===== src/rtl/core/jtp_pkg.sv =====
// shared types and constants for the johnson-trotter permutation step block
package jtp_pkg;

    // item function codes
    localparam logic FUNC_LOAD = 1'b0;
    localparam logic FUNC_STEP = 1'b1;

    // register decode: paddr bit 2 selects the word, active_length at word 0
    localparam logic REG_ACTIVE_LENGTH = 1'b0;
    localparam logic [3:0] ACTIVE_LENGTH_RESET = 4'd8;

    // input item as it arrives on the command channel
    typedef struct packed {
        logic       func;
        logic [2:0] position;
        logic [7:0] elem_value;
        logic       arrow_right;
    } t_in_item;

    // one reported position of the permutation
    typedef struct packed {
        logic [2:0] out_position;
        logic [7:0] out_value;
        logic       out_arrow_right;
        logic       moved;
        logic       mobile_remains;
        logic       last;
    } t_out_item;

    // per-cell control from the sequencer
    typedef struct packed {
        logic load;
        logic take_left;
        logic take_right;
        logic update;
        logic active;
        logic active_right;
        logic has_left;
    } t_cell_cmd;

    // sequencer states
    typedef enum logic [2:0] {
        ST_IDLE,
        ST_SCAN_PRE,
        ST_SWAP,
        ST_SCAN_POST,
        ST_EMIT
    } t_state;

endpackage


===== src/rtl/core/jtp_cell.sv =====
// one position of the permutation chain: value, arrow and a stage of the mobile scan
module jtp_cell #(
    parameter int VALUE_BITS = 8,
    parameter int POS_BITS   = 3,
    parameter int CELL_INDEX = 0
) (
    input  logic                  i_clk,
    input  logic                  i_rst_n,
    input  jtp_pkg::t_cell_cmd    i_cmd,
    input  logic [VALUE_BITS-1:0] i_load_val,
    input  logic                  i_load_arrow,
    input  logic [VALUE_BITS-1:0] i_left_val,
    input  logic                  i_left_arrow,
    input  logic [VALUE_BITS-1:0] i_right_val,
    input  logic                  i_right_arrow,
    input  logic [VALUE_BITS-1:0] i_moved_val,
    input  logic                  i_best_valid,
    input  logic [VALUE_BITS-1:0] i_best_val,
    input  logic [POS_BITS-1:0]   i_best_pos,
    input  logic                  i_best_arrow,
    output logic [VALUE_BITS-1:0] o_val,
    output logic                  o_arrow,
    output logic                  o_best_valid,
    output logic [VALUE_BITS-1:0] o_best_val,
    output logic [POS_BITS-1:0]   o_best_pos,
    output logic                  o_best_arrow
);
    import jtp_pkg::*;

    logic [VALUE_BITS-1:0] r_val, n_val;
    logic                  r_arrow, n_arrow;
    logic                  r_best_valid, n_best_valid;
    logic [VALUE_BITS-1:0] r_best_val, n_best_val;
    logic [POS_BITS-1:0]   r_best_pos, n_best_pos;
    logic                  r_best_arrow, n_best_arrow;
    logic                  w_mobile;

    // mobile: arrow points at an in-range smaller neighbor
    assign w_mobile = r_arrow ? (i_cmd.active_right && (r_val > i_right_val))
                              : (i_cmd.active && i_cmd.has_left && (r_val > i_left_val));

    // scan stage: keep the incoming candidate unless this cell is mobile and strictly larger, or none is valid
    always_comb begin
        if (w_mobile && (!i_best_valid || (r_val > i_best_val))) begin
            n_best_valid = 1'b1;
            n_best_val   = r_val;
            n_best_pos   = POS_BITS'(CELL_INDEX);
            n_best_arrow = r_arrow;
        end else begin
            n_best_valid = i_best_valid;
            n_best_val   = i_best_val;
            n_best_pos   = i_best_pos;
            n_best_arrow = i_best_arrow;
        end
    end

    // load, swap with a neighbor, then flip arrows of larger values
    always_comb begin
        if (i_cmd.load) begin
            n_val   = i_load_val;
            n_arrow = i_load_arrow;
        end else if (i_cmd.take_right) begin
            n_val   = i_right_val;
            n_arrow = i_right_arrow;
        end else if (i_cmd.take_left) begin
            n_val   = i_left_val;
            n_arrow = i_left_arrow;
        end else begin
            n_val   = r_val;
            n_arrow = r_arrow;
        end
        if (i_cmd.update && (n_val > i_moved_val)) begin
            n_arrow = ~n_arrow;
        end
    end

    // element storage
    always_ff @(posedge i_clk) begin
        r_val   <= n_val;
        r_arrow <= n_arrow;
    end

    // scan stage register
    always_ff @(posedge i_clk) begin
        if (!i_rst_n) begin
            r_best_valid <= 1'b0;
        end else begin
            r_best_valid <= n_best_valid;
        end
        r_best_val   <= n_best_val;
        r_best_pos   <= n_best_pos;
        r_best_arrow <= n_best_arrow;
    end

    assign o_val        = r_val;
    assign o_arrow      = r_arrow;
    assign o_best_valid = r_best_valid;
    assign o_best_val   = r_best_val;
    assign o_best_pos   = r_best_pos;
    assign o_best_arrow = r_best_arrow;

endmodule


===== src/rtl/core/johnson_trotter_permutation_step.sv =====
// top level: sequencer, register port and cell chain of the permutation step
//
// Usage
//   Command channel: an item is taken at a clock edge with start high and busy
//   low. A load item (func 0) writes one position's value and arrow at that
//   edge and leaves busy low, so loads may follow back to back. A step item
//   (func 1) raises busy until its results are out.
//   Results: a step reports every active position, lowest first, one item per
//   cycle with o_strobe high for exactly that cycle; last marks the final one.
//   The receiver cannot stall; results are always taken.
//   Sequence: a step runs a scan, the swap, a second scan and then the report.
//   The two scans walk a candidate down the whole cell chain, one cell per
//   cycle, before and after the swap; output then reads one position per cycle.
//   busy drops with the last result on the ports, so the next item may enter.
//   Configuration: active_length at byte address 0 over the APB-style port, to be
//   written only while busy is low (not enforced by the block); pready is always high.
//   Reset: synchronous, active low; active_length returns to 8 and the
//   sequencer idles. Element storage is undefined until loaded.
module johnson_trotter_permutation_step #(
    parameter int MAX_LENGTH = 8,
    parameter int VALUE_BITS = 8
) (
    input  logic                i_clk,
    input  logic                i_rst_n,
    input  logic                start,
    output logic                busy,
    input  jtp_pkg::t_in_item   i_item,
    output logic                o_strobe,
    output jtp_pkg::t_out_item  o_result,
    input  logic                psel,
    input  logic                penable,
    input  logic                pwrite,
    input  logic [2:0]          paddr,
    input  logic [31:0]         pwdata,
    output logic [31:0]         prdata,
    output logic                pready
);
    import jtp_pkg::*;

    localparam int PW = $clog2(MAX_LENGTH);
    localparam int LW = $clog2(MAX_LENGTH + 1);

    t_state                r_state, n_state;
    logic [PW-1:0]         r_cnt, n_cnt;
    logic                  r_moved;
    logic [3:0]            r_active_length;
    logic                  r_strobe;
    t_out_item             r_result, n_result;

    logic [LW-1:0]         w_len;
    logic [MAX_LENGTH-1:0] w_act;
    logic                  w_load_go;
    logic                  w_step_go;
    logic                  w_scan_done;
    logic                  w_emit_last;
    logic                  w_swap_go;
    logic [PW-1:0]         w_lo;
    logic [VALUE_BITS-1:0] w_load_val;
    logic [VALUE_BITS+7:0] w_load_wide;
    logic [VALUE_BITS+7:0] w_out_wide;

    logic [VALUE_BITS-1:0] w_val   [MAX_LENGTH];
    logic                  w_arrow [MAX_LENGTH];
    logic                  w_bv    [MAX_LENGTH];
    logic [VALUE_BITS-1:0] w_bval  [MAX_LENGTH];
    logic [PW-1:0]         w_bpos  [MAX_LENGTH];
    logic                  w_barrow[MAX_LENGTH];
    t_cell_cmd             w_cmd   [MAX_LENGTH];

    // configuration register port
    always_ff @(posedge i_clk) begin
        if (!i_rst_n) begin
            r_active_length <= ACTIVE_LENGTH_RESET;
        end else if (psel && penable && pwrite && pready && (paddr[2] == REG_ACTIVE_LENGTH)) begin
            r_active_length <= pwdata[3:0];
        end
    end

    assign pready = 1'b1;
    assign prdata = (paddr[2] == REG_ACTIVE_LENGTH) ? {28'd0, r_active_length} : 32'd0;

    // effective length, clamped to 1..MAX_LENGTH
    always_comb begin
        if (r_active_length == 4'd0) begin
            w_len = LW'(1);
        end else if (int'(r_active_length) > MAX_LENGTH) begin
            w_len = LW'(MAX_LENGTH);
        end else begin
            w_len = LW'(r_active_length);
        end
    end

    // item decode
    assign w_load_go   = start && !busy && (i_item.func == FUNC_LOAD);
    assign w_step_go   = start && !busy && (i_item.func == FUNC_STEP);
    assign w_scan_done = (r_cnt == PW'(MAX_LENGTH - 1));
    assign w_emit_last = ((LW'(r_cnt) + LW'(1)) == w_len);

    // load value resized to the element width
    assign w_load_wide = {{VALUE_BITS{1'b0}}, i_item.elem_value};
    assign w_load_val  = w_load_wide[VALUE_BITS-1:0];

    // winner of the scan comes out of the last cell
    assign w_swap_go = (r_state == ST_SWAP) && w_bv[MAX_LENGTH-1];
    assign w_lo      = w_barrow[MAX_LENGTH-1] ? w_bpos[MAX_LENGTH-1]
                                              : (w_bpos[MAX_LENGTH-1] - PW'(1));

    // cell chain
    for (genvar i = 0; i < MAX_LENGTH; i++) begin : g_cell
        logic [VALUE_BITS-1:0] w_lv, w_rv;
        logic                  w_la, w_ra;
        logic                  w_in_valid;
        logic [VALUE_BITS-1:0] w_in_val;
        logic [PW-1:0]         w_in_pos;
        logic                  w_in_arrow;

        assign w_act[i] = (i < int'(w_len));

        if (i == 0) begin : g_first
            assign w_lv       = '0;
            assign w_la       = 1'b0;
            assign w_in_valid = 1'b0;
            assign w_in_val   = '0;
            assign w_in_pos   = '0;
            assign w_in_arrow = 1'b0;
            assign w_cmd[i].take_left = 1'b0;
            assign w_cmd[i].has_left  = 1'b0;
        end else begin : g_inner
            assign w_lv       = w_val[i-1];
            assign w_la       = w_arrow[i-1];
            assign w_in_valid = w_bv[i-1];
            assign w_in_val   = w_bval[i-1];
            assign w_in_pos   = w_bpos[i-1];
            assign w_in_arrow = w_barrow[i-1];
            assign w_cmd[i].take_left = w_swap_go && (w_lo == PW'(i - 1));
            assign w_cmd[i].has_left  = 1'b1;
        end

        if (i == MAX_LENGTH - 1) begin : g_end
            assign w_rv = '0;
            assign w_ra = 1'b0;
            assign w_cmd[i].active_right = 1'b0;
        end else begin : g_mid
            assign w_rv = w_val[i+1];
            assign w_ra = w_arrow[i+1];
            assign w_cmd[i].active_right = w_act[i+1];
        end

        assign w_cmd[i].load       = w_load_go && (int'(i_item.position) == i);
        assign w_cmd[i].take_right = w_swap_go && (w_lo == PW'(i));
        assign w_cmd[i].update     = w_swap_go && w_act[i];
        assign w_cmd[i].active     = w_act[i];

        jtp_cell #(
            .VALUE_BITS (VALUE_BITS),
            .POS_BITS   (PW),
            .CELL_INDEX (i)
        ) u_cell (
            .i_clk         (i_clk),
            .i_rst_n       (i_rst_n),
            .i_cmd         (w_cmd[i]),
            .i_load_val    (w_load_val),
            .i_load_arrow  (i_item.arrow_right),
            .i_left_val    (w_lv),
            .i_left_arrow  (w_la),
            .i_right_val   (w_rv),
            .i_right_arrow (w_ra),
            .i_moved_val   (w_bval[MAX_LENGTH-1]),
            .i_best_valid  (w_in_valid),
            .i_best_val    (w_in_val),
            .i_best_pos    (w_in_pos),
            .i_best_arrow  (w_in_arrow),
            .o_val         (w_val[i]),
            .o_arrow       (w_arrow[i]),
            .o_best_valid  (w_bv[i]),
            .o_best_val    (w_bval[i]),
            .o_best_pos    (w_bpos[i]),
            .o_best_arrow  (w_barrow[i])
        );
    end

    // next state
    always_comb begin
        n_state = r_state;
        case (r_state)
            ST_IDLE: begin
                if (w_step_go) begin
                    n_state = ST_SCAN_PRE;
                end
            end
            ST_SCAN_PRE: begin
                if (w_scan_done) begin
                    n_state = ST_SWAP;
                end
            end
            ST_SWAP: begin
                n_state = ST_SCAN_POST;
            end
            ST_SCAN_POST: begin
                if (w_scan_done) begin
                    n_state = ST_EMIT;
                end
            end
            ST_EMIT: begin
                if (w_emit_last) begin
                    n_state = ST_IDLE;
                end
            end
            default: begin
                n_state = ST_IDLE;
            end
        endcase
    end

    // sequencer outputs: busy and the cycle counter
    always_comb begin
        busy  = (r_state != ST_IDLE);
        n_cnt = '0;
        case (r_state)
            ST_SCAN_PRE, ST_SCAN_POST: begin
                n_cnt = w_scan_done ? '0 : (r_cnt + PW'(1));
            end
            ST_EMIT: begin
                n_cnt = w_emit_last ? '0 : (r_cnt + PW'(1));
            end
            default: begin
                n_cnt = '0;
            end
        endcase
    end

    // sequencer registers
    always_ff @(posedge i_clk) begin
        if (!i_rst_n) begin
            r_state <= ST_IDLE;
            r_cnt   <= '0;
        end else begin
            r_state <= n_state;
            r_cnt   <= n_cnt;
        end
    end

    // swap outcome, held for the whole report
    always_ff @(posedge i_clk) begin
        if (r_state == ST_SWAP) begin
            r_moved <= w_bv[MAX_LENGTH-1];
        end
    end

    // result item for the position under the counter
    assign w_out_wide = {8'd0, w_val[r_cnt]};
    always_comb begin
        n_result.out_position    = 3'(r_cnt);
        n_result.out_value       = w_out_wide[7:0];
        n_result.out_arrow_right = w_arrow[r_cnt];
        n_result.moved           = r_moved;
        n_result.mobile_remains  = w_bv[MAX_LENGTH-1];
        n_result.last            = w_emit_last;
    end

    // output register
    always_ff @(posedge i_clk) begin
        if (!i_rst_n) begin
            r_strobe <= 1'b0;
        end else begin
            r_strobe <= (r_state == ST_EMIT);
        end
        if (r_state == ST_EMIT) begin
            r_result <= n_result;
        end
    end

    assign o_strobe = r_strobe;
    assign o_result = r_result;

    // a result only follows a report cycle
    a_strobe_from_emit: assert property (@(posedge i_clk) disable iff (!i_rst_n)
        o_strobe |-> $past(r_state == ST_EMIT))
        else $error("result strobe without a report cycle");

    // a report runs without gaps until its last position
    a_report_contiguous: assert property (@(posedge i_clk) disable iff (!i_rst_n)
        (o_strobe && !o_result.last) |=> o_strobe)
        else $error("gap inside a report");

    // moved flag is the same on every position of a report
    a_moved_steady: assert property (@(posedge i_clk) disable iff (!i_rst_n)
        (o_strobe && $past(o_strobe) && !$past(o_result.last))
            |-> (o_result.moved == $past(o_result.moved)))
        else $error("moved flag changed within a report");

    // the second scan starts from the head of the chain
    a_rescan_starts: assert property (@(posedge i_clk) disable iff (!i_rst_n)
        (r_state == ST_SWAP) |=> ((r_state == ST_SCAN_POST) && (r_cnt == '0)))
        else $error("rescan did not start at cell zero");

endmodule


===== config.mk =====
export PLATFORM = sky130hd
export DESIGN_NAME = johnson_trotter_permutation_step
export DESIGN_NICKNAME = d
export VERILOG_FILES = /design/src/rtl/core/jtp_pkg.sv /design/src/rtl/core/jtp_cell.sv /design/src/rtl/core/johnson_trotter_permutation_step.sv
export SDC_FILE = /design/constraint.sdc
export NUM_CORES = 1
export LEC_CHECK = 0
export BUFFER_PORTS_ARGS = -buffer_cell sky130_fd_sc_hd__buf_2
export CORE_ASPECT_RATIO = 1.2
export CORE_MARGIN = 2
export CORE_UTILIZATION = 52
export CTS_CLUSTER_SIZE = 16
export DETAILED_ROUTE_END_ITERATION = 6
export PLACE_DENSITY = 0.74
export SLEW_MARGIN = 20
export SYNTH_ARGS = -nofsm -noshare
export SYNTH_HDL_FRONTEND = slang
export SYNTH_SLANG_ARGS = --single-unit

===== constraint.sdc =====
create_clock -name i_clk -period 4.4 [get_ports i_clk]
set_input_delay 0.66 -clock i_clk [delete_from_list [all_inputs] [get_ports i_clk]]
set_output_delay 0.66 -clock i_clk [all_outputs]
set_load 0.02 [all_outputs]

-- Word-level counts from Yosys, hierarchy flattened
Index checks and enable logic that the tools add are counted.
- memories kept: 0
- output and inout bits: 50
- register bits: 196
- input bits: 54
- memory bits (read-only): 0
- bits in latches: 0
- memory bits (writable): 0
- reductions and logical operators: 82
- add/sub/neg operators: 3
- shift-type cells: 0
- bitwise operators: 11
- muxes and demuxes: 103
- eq/ne operators: 24
- magnitude comparators: 39
- multipliers: 0
- divide/modulo/power cells: 0
- operators by type and width (operator ; count):
    $mux 8 ; 32
    $gt 8x8->1 ; 29
    $logic_and 1x1->1 ; 60
    $mux 1 ; 57
    $eq 3x3->1 const B ; 10
    $bmux 8 s3 ; 1
    $mux 3 ; 7
    $eq 3x2->1 const B ; 6
    $lt 3x4->1 const A ; 4
    $pmux 3 s5 ; 1
    $mux 4 ; 3
    $not 1->1 ; 10
    $eq 3x1->1 const B ; 3
    $logic_not 3->1 ; 3
    $logic_not 1->1 ; 8
    $lt 1x4->1 const A ; 2
    $lt 2x4->1 const A ; 2
    $ne 2x2->1 const B ; 4
    $logic_or 1x1->1 ; 7
    $pmux 3 s2 ; 1
    $add 3x1->4 const B ; 1
    $eq 4x4->1 ; 1
    $ge 4x4->1 const B ; 1
    $gt 4x4->1 const B ; 1
    8 further kinds ; 8

-- Logic depth before layout (Yosys ltp)
- depth after elaboration: 10
- gate-level depth with buffers: 18
- depth with buffers taken out: 15

-- Cells and area by module
A second synthesis with hierarchy kept.
- cells, all modules: 1804
- area, all modules: 15944.0 µm²
- modules (own cells, without submodules) (module ; area each (µm²) ; cells each ; times used):
    jtp_cell (g_cell[1].u_cell ...) ; 1715.4 ; 199 ; 7
    johnson_trotter_permutation_step ; 2217.1 ; 212 ; 1
    jtp_cell (g_cell[0].u_cell) ; 1719.1 ; 199 ; 1

-- Worst setup path before layout
OpenSTA, ideal clock, no wires.
- path type: flip-flop to flip-flop
- start point: reg g_cell[7].u_cell.r_best_pos[0]
- end point: reg g_cell[4].u_cell.r_arrow
- buffers on the path: 3
- arrival time: 3.033 ns
- clock period less this slack: 3.158 ns
- stages on the path, launching flop included: 19
- library setup time: 0.125 ns
- setup slack: 1.242 ns
- cells stage by stage: dfxtp_1 > buf_2 > inv_1 > ha_1 > inv_1 > o2bb2ai_1 > nand3_1 > buf_2 > buf_2 > o21ai_0 > a21oi_1 > a21o_1 > ha_1 > nor2b_1 > o211ai_1 > a21oi_1 > a211oi_1 > nor3_1 > xor2_1
- word-level cells in the longest chain between the ends: 10
- elaborated cells on any way between the ends: 16
- those cells by class: 1 x add/sub; 1 x order compare; 2 x eq/ne; 8 x mux; 1 x bitwise; 3 x reduce/logical
- RTL lines (item ; RTL line ; source):
    from (decl) ; jtp_cell.sv:34 ; logic [POS_BITS-1:0] r_best_pos, n_best_pos;
    from (signal assigned) ; jtp_cell.sv:91 ; r_best_pos <= n_best_pos;
    $sub 3x1->3 ; johnson_trotter_permutation_step.sv:106 ; : (w_bpos[MAX_LENGTH-1] - PW'(1));
    $mux 3 (*) ; johnson_trotter_permutation_step.sv:105 ; assign w_lo = w_barrow[MAX_LENGTH-1] ? w_bpos[MAX_LENGTH-1]
    $eq 3x2->1 ; johnson_trotter_permutation_step.sv:135 ; assign w_cmd[i].take_left = w_swap_go && (w_lo == PW'(i - 1));
    $logic_and 1x1->1 ; johnson_trotter_permutation_step.sv:135 ;
    $mux 8 ; jtp_cell.sv:65 ; end else if (i_cmd.take_left) begin
    $mux 8 (*) ; jtp_cell.sv:62 ; end else if (i_cmd.take_right) begin
    $mux 8 (*) ; jtp_cell.sv:59 ; if (i_cmd.load) begin
    net g_cell[4].u_cell.n_val[1] ; jtp_cell.sv:30 ; logic [VALUE_BITS-1:0] r_val, n_val;
    $gt 8x8->1 (*) ; jtp_cell.sv:72 ; if (i_cmd.update && (n_val > i_moved_val)) begin
    $logic_and 1x1->1 (*) ; jtp_cell.sv:72 ;
    $mux 1 (*) ; jtp_cell.sv:72 ;
    net g_cell[4].u_cell.n_arrow ; jtp_cell.sv:31 ; logic r_arrow, n_arrow;
    to (signal assigned) ; jtp_cell.sv:80 ; r_arrow <= n_arrow;
    to (decl) ; jtp_cell.sv:31 ;
Mark *: on every way through the listed nets, which the timed path passes. The rest lies on a longest branch.
A chain may end at the register's enable or synchronous reset.

-- Worst setup path in the final report
- start point: reg g_cell[7].u_cell.r_best_pos[0]
- end point: reg g_cell[3].u_cell.r_arrow
- word-level cells in the longest chain between the ends: 10
- elaborated cells on any way between the ends: 16
- those cells by class: 1 x add/sub; 1 x order compare; 2 x eq/ne; 8 x mux; 1 x bitwise; 3 x reduce/logical
- RTL lines (item ; RTL line):
    $sub 3x1->3 ; johnson_trotter_permutation_step.sv:106
    $mux 3 (*) ; johnson_trotter_permutation_step.sv:105
    $eq 3x2->1 ; johnson_trotter_permutation_step.sv:135
    $logic_and 1x1->1 ; johnson_trotter_permutation_step.sv:135
    $mux 8 ; jtp_cell.sv:65
    $mux 8 (*) ; jtp_cell.sv:62
    $mux 8 (*) ; jtp_cell.sv:59
    net g_cell[3].u_cell.n_val[1] ; jtp_cell.sv:30
    $gt 8x8->1 (*) ; jtp_cell.sv:72
    $logic_and 1x1->1 (*) ; jtp_cell.sv:72
    $mux 1 (*) ; jtp_cell.sv:72
    net g_cell[3].u_cell.n_arrow ; jtp_cell.sv:31
    to (signal assigned) ; jtp_cell.sv:80
    to (decl) ; jtp_cell.sv:31
Marks and branches as above.

==> impl_metrics.tcl <==
set metrics [dict create \
    hold_viol_final 0 \
    grt_overflow_total 0 \
    die_area_um2 26440 \
    nFillCells 2164 \
    p_seq_share_pct 35.1 \
    initial_core_util_pct 52.84 \
    antenna_found_initial 2 \
    place_ws_ns 0.5379 \
    track_usage_pct 27.37 \
    synth_async_sr_flop_share_pct 0 \
    fp.dieH_um 177.7 \
    clkTransAtPathRegs_ns 0.08 \
    htreeDepth 4 \
    gp_congestion 0.9399 \
    wl_per_cell_um 20.66 \
    layout.nets 1654 \
    hpwl_mm 27.67 \
    num_vias 10700 \
    synth_area_per_cell_um2 9.362 \
    path_max_fanout 16 \
    startpoint "g_cell[7].u_cell.o_best_pos[0]$_SDFF_PP1_" \
    synth.distinct_cells 77 \
    hold_slack_ns 0.4100 \
    rsz0062_at_grt "false" \
    criticalPathCategory "reg2reg" \
    syn_inst 1397 \
    crit_path_end_kind "flip-flop" \
    fin_crit_ns 4.023 \
    grt_pass1_wl_mm 55.47 \
    synth_edf_count 16 \
    grt_pass1_vias 10270 \
    clockRootBuffer "clkbuf_16" \
    dp_cells 1727 \
    coreArea_um2 24750 \
    internal-power_mw 5.120 \
    cp_cell_sequence "inv_1 > ha_1 > inv_1 > a2bb2oi_1 > or3_1 > buf_4 > nor2_1 > a211oi_1 > a21o_1 > ha_1 > nor2b_1 > o211ai_1 > a21oi_1 > a211oi_1 > nor3_1 > xnor2_1" \
    yosysSeqAreaShare_pct 31.23 \
    report.final.slew_viol_count 0 \
    p_per_area_nw_per_um2 624.4 \
    totalPowerFinal_mw 8.780 \
    route.detailed.drc 0 \
    hold_path.class "reg2reg" \
    yosysWarnings 0 \
    clockBufferDepth 2 \
    cp_slowest_stage_delay_ns 0.73 \
    pwr-share-clk_pct 17.9 \
    viasPerCell 6.081 \
    p_sw_share_pct 41.68 \
    reg2reg_from "g_cell[7].u_cell.o_best_pos[0]$_SDFF_PP1_" \
    syn_to_final_growth_pct 7.510 \
    ir_drop_v 0.0003237 \
    clock_sinks 196 \
    synth_area_leaders "dfxtp_1 28%, ha_1 17%, mux2i_1 7.5%" \
    drt_iter0_markers 989 \
    drive_above_1_share_pct 10.81 \
    worstSkewPairLatency_ns 0.44 \
    ys_ff_latch 196 \
    grt_max_degree 36 \
    drv_cap 0 \
    post_cts_resized 0 \
    outcome "finished, final reports clean" \
    synth_largest_area_cell "dfxtp_1" \
    leakage_nw 6.897 \
    synth_top_area_share_pct 27.55 \
    relSlewSlack_pct 25.71 \
    wirelength_mm 36.36 \
    post-cts-setup-buffers 0 \
    min_from "g_cell[4].u_cell.o_best_pos[2]$_SDFF_PP1_" \
    cts_hold_buf 0 \
    io_pins 104 \
    post-route-worst-setup-slack_ns 0.3766 \
    syn-cell-area_um2 13080 \
    portBuffers 44 \
    synth_ff_type "dfxtp_1" \
    cts-buffers-inserted 17 \
    p_sw_mw 3.659 \
    combPwrFrac_pct 47.0 \
    startpoint_type "flip-flop" \
    die_w_um 148.8 \
    tightest_slew_ns 1.107 \
    required_ns 4.73 \
    rows 63 \
    first_pass_iters 5 \
    cts_tree "yes" \
    fin_setup_tns_ns 0 \
    worst_path_max_delay_cell "or3_1" \
    final_cells 1760 \
    clock_skew_ns 0.01004 \
    cp.arrival_ns 4.35 \
    fmax_ghz 0.2485 \
    ant_nets 0 \
    fin_crit_sh_pct 91.44 \
    setup_viol 0 \
]
==> power groups by stage <==
stage / registers [mW] / logic [mW] / clock network, mW
after global placement: 3.07 / 3.87 / 0
after detailed placement: 3.09 / 4.06 / 0
after floorplan: 2.76 / 3.21 / 0
final: 3.08 / 4.13 / 1.57
after global routing: 3.13 / 4.65 / 1.65
after CTS: 3.05 / 4.09 / 1.58
==> cells in the final DEF, fill, tap and decap left out, drive strengths merged, types with 5 or more instances in the layout <==
| cell | netlist | layout |
|---|---|---|
| nor2 | 73 | 73 |
| nand3 | 8 | 8 |
| and3 | 8 | 8 |
| a31oi | 5 | 5 |
| nand2 | 43 | 43 |
| clkbuf | 17 | 20 |
| nand2b | 15 | 15 |
| o211ai | 16 | 16 |
| xor2 | 6 | 6 |
| a21oi | 89 | 89 |
| mux4 | 18 | 18 |
| or2 | 5 | 5 |
| clkinv | 2 | 8 |
| buf | 66 | 61 |
| a21o | 62 | 62 |
| and2 | 20 | 20 |
| edfxtp | 16 | 16 |
| nand4 | 40 | 40 |
| and4 | 7 | 7 |
| dfxtp | 180 | 180 |
| ha | 179 | 179 |
| mux2i | 98 | 98 |
| nor3 | 19 | 19 |
| o31a | 10 | 10 |
| a211oi | 44 | 44 |
| o21ai | 82 | 82 |
| mux2 | 27 | 27 |
| o21a | 16 | 16 |
| inv | 128 | 132 |
| nor2b | 38 | 38 |
| conb | 2 | 29 |
| xnor2 | 6 | 6 |
==> registers in the layout, summed over array words and instances, names as in the netlist <==
signal                      count
g_cell.u_cell.o_arrow           8
g_cell.u_cell.o_best_valid      8
o_strobe                        1
g_cell.u_cell.o_val            64
r_moved                         1
g_cell.u_cell.o_best_val       64
g_cell.u_cell.o_best_pos       17
g_cell.u_cell.o_best_arrow      8
r_active_length                 4
r_state                         3
r_cnt                           3
o_result                       15
==> per-layer routing <==
layer  global-route usage [%]  vias to the layer above  wire (um)
li1                         -                     5054          -
met1                    33.83                     5095      14680
met2                    46.12                      447      17400
met3                    4.139                      105       2339
met4                    14.29                        2       1928
met5                        0                        -         11
==> logic make-up (layout without fill, tap and decap cells) <==
group	after synthesis	count (layout)	share of synthesized area, %
muxes	143	143	12.95
and+or+nand+nor	295	295	12.62
buffers and inverters	213	223	7.385
DFF	196	196	31.23
xor gates and xnor gates	12	12	0.9184
adders and majority gates	179	179	17.12
AOI/OAI and AO/OA	357	357	17.72
other	2	30	0.05742
==> worst paths after layout <==
check                           slack [ns]  cells past startpoint                                   endpoint
worst min register to register        0.41                      1  g_cell[5].u_cell.o_best_pos[2]$_SDFF_PP1_
worst min-delay path                  0.41                      1  g_cell[5].u_cell.o_best_pos[2]$_SDFF_PP1_
worst max register to register        0.38                     16           g_cell[3].u_cell.o_arrow$_DFF_P_
worst max-delay path                  0.38                     16           g_cell[3].u_cell.o_arrow$_DFF_P_
==> cells in the mapped netlist (16+ instances only) <==
cell type	instances
dfxtp_1	180
ha_1	179
inv_1	126
mux2i_1	98
a21oi_1	89
nor2_1	73
o21ai_0	69
a21o_1	62
a211oi_1	44
nand2_1	43
nand4_1	40
nor2b_1	38
buf_4	32
buf_2	25
and2_1	20
mux4_2	18
clkbuf_1	17
mux2_2	17
nor3_1	17
edfxtp_1	16
o211ai_1	16
o21a_1	16
==> cell type report <==
type | count | area (um2) | share of cell area, %
multi-input cells | 1015 | 8153 | 57.98
flip-flops and latches | 196 | 4084 | 29.04
inverters | 130 | 488.0 | 3.470
clock buffers | 20 | 456.7 | 3.248
well taps | 325 | 406.6 | 2.892
repair buffers | 61 | 347.8 | 2.474
clock inverters | 12 | 122.6 | 0.8720
diodes | 1 | 2.502 | 0.01780
==> stage by stage <==
step / utilization (%) / cell area (um2)
finish: 56.81 / 14060
floorplan: - / 13180
detailed placement: 54.41 / 13470
global route: 56.81 / 14060
global placement: 54.41 / 13470
CTS: 56.75 / 14050
==> critical path, delay by kind of cell (launching register included) <==
family,cells,cell delay [ns]
AND/OR/NAND/NOR,4,1.05
flip-flops,1,0.47
XOR/XNOR,1,0.14
buffers and inverters,3,0.48
adder cells (fa/ha/maj),2,0.56
AO/OA/AOI/OAI,6,1.20
Note: power is estimated with default switching activity, not from simulation.
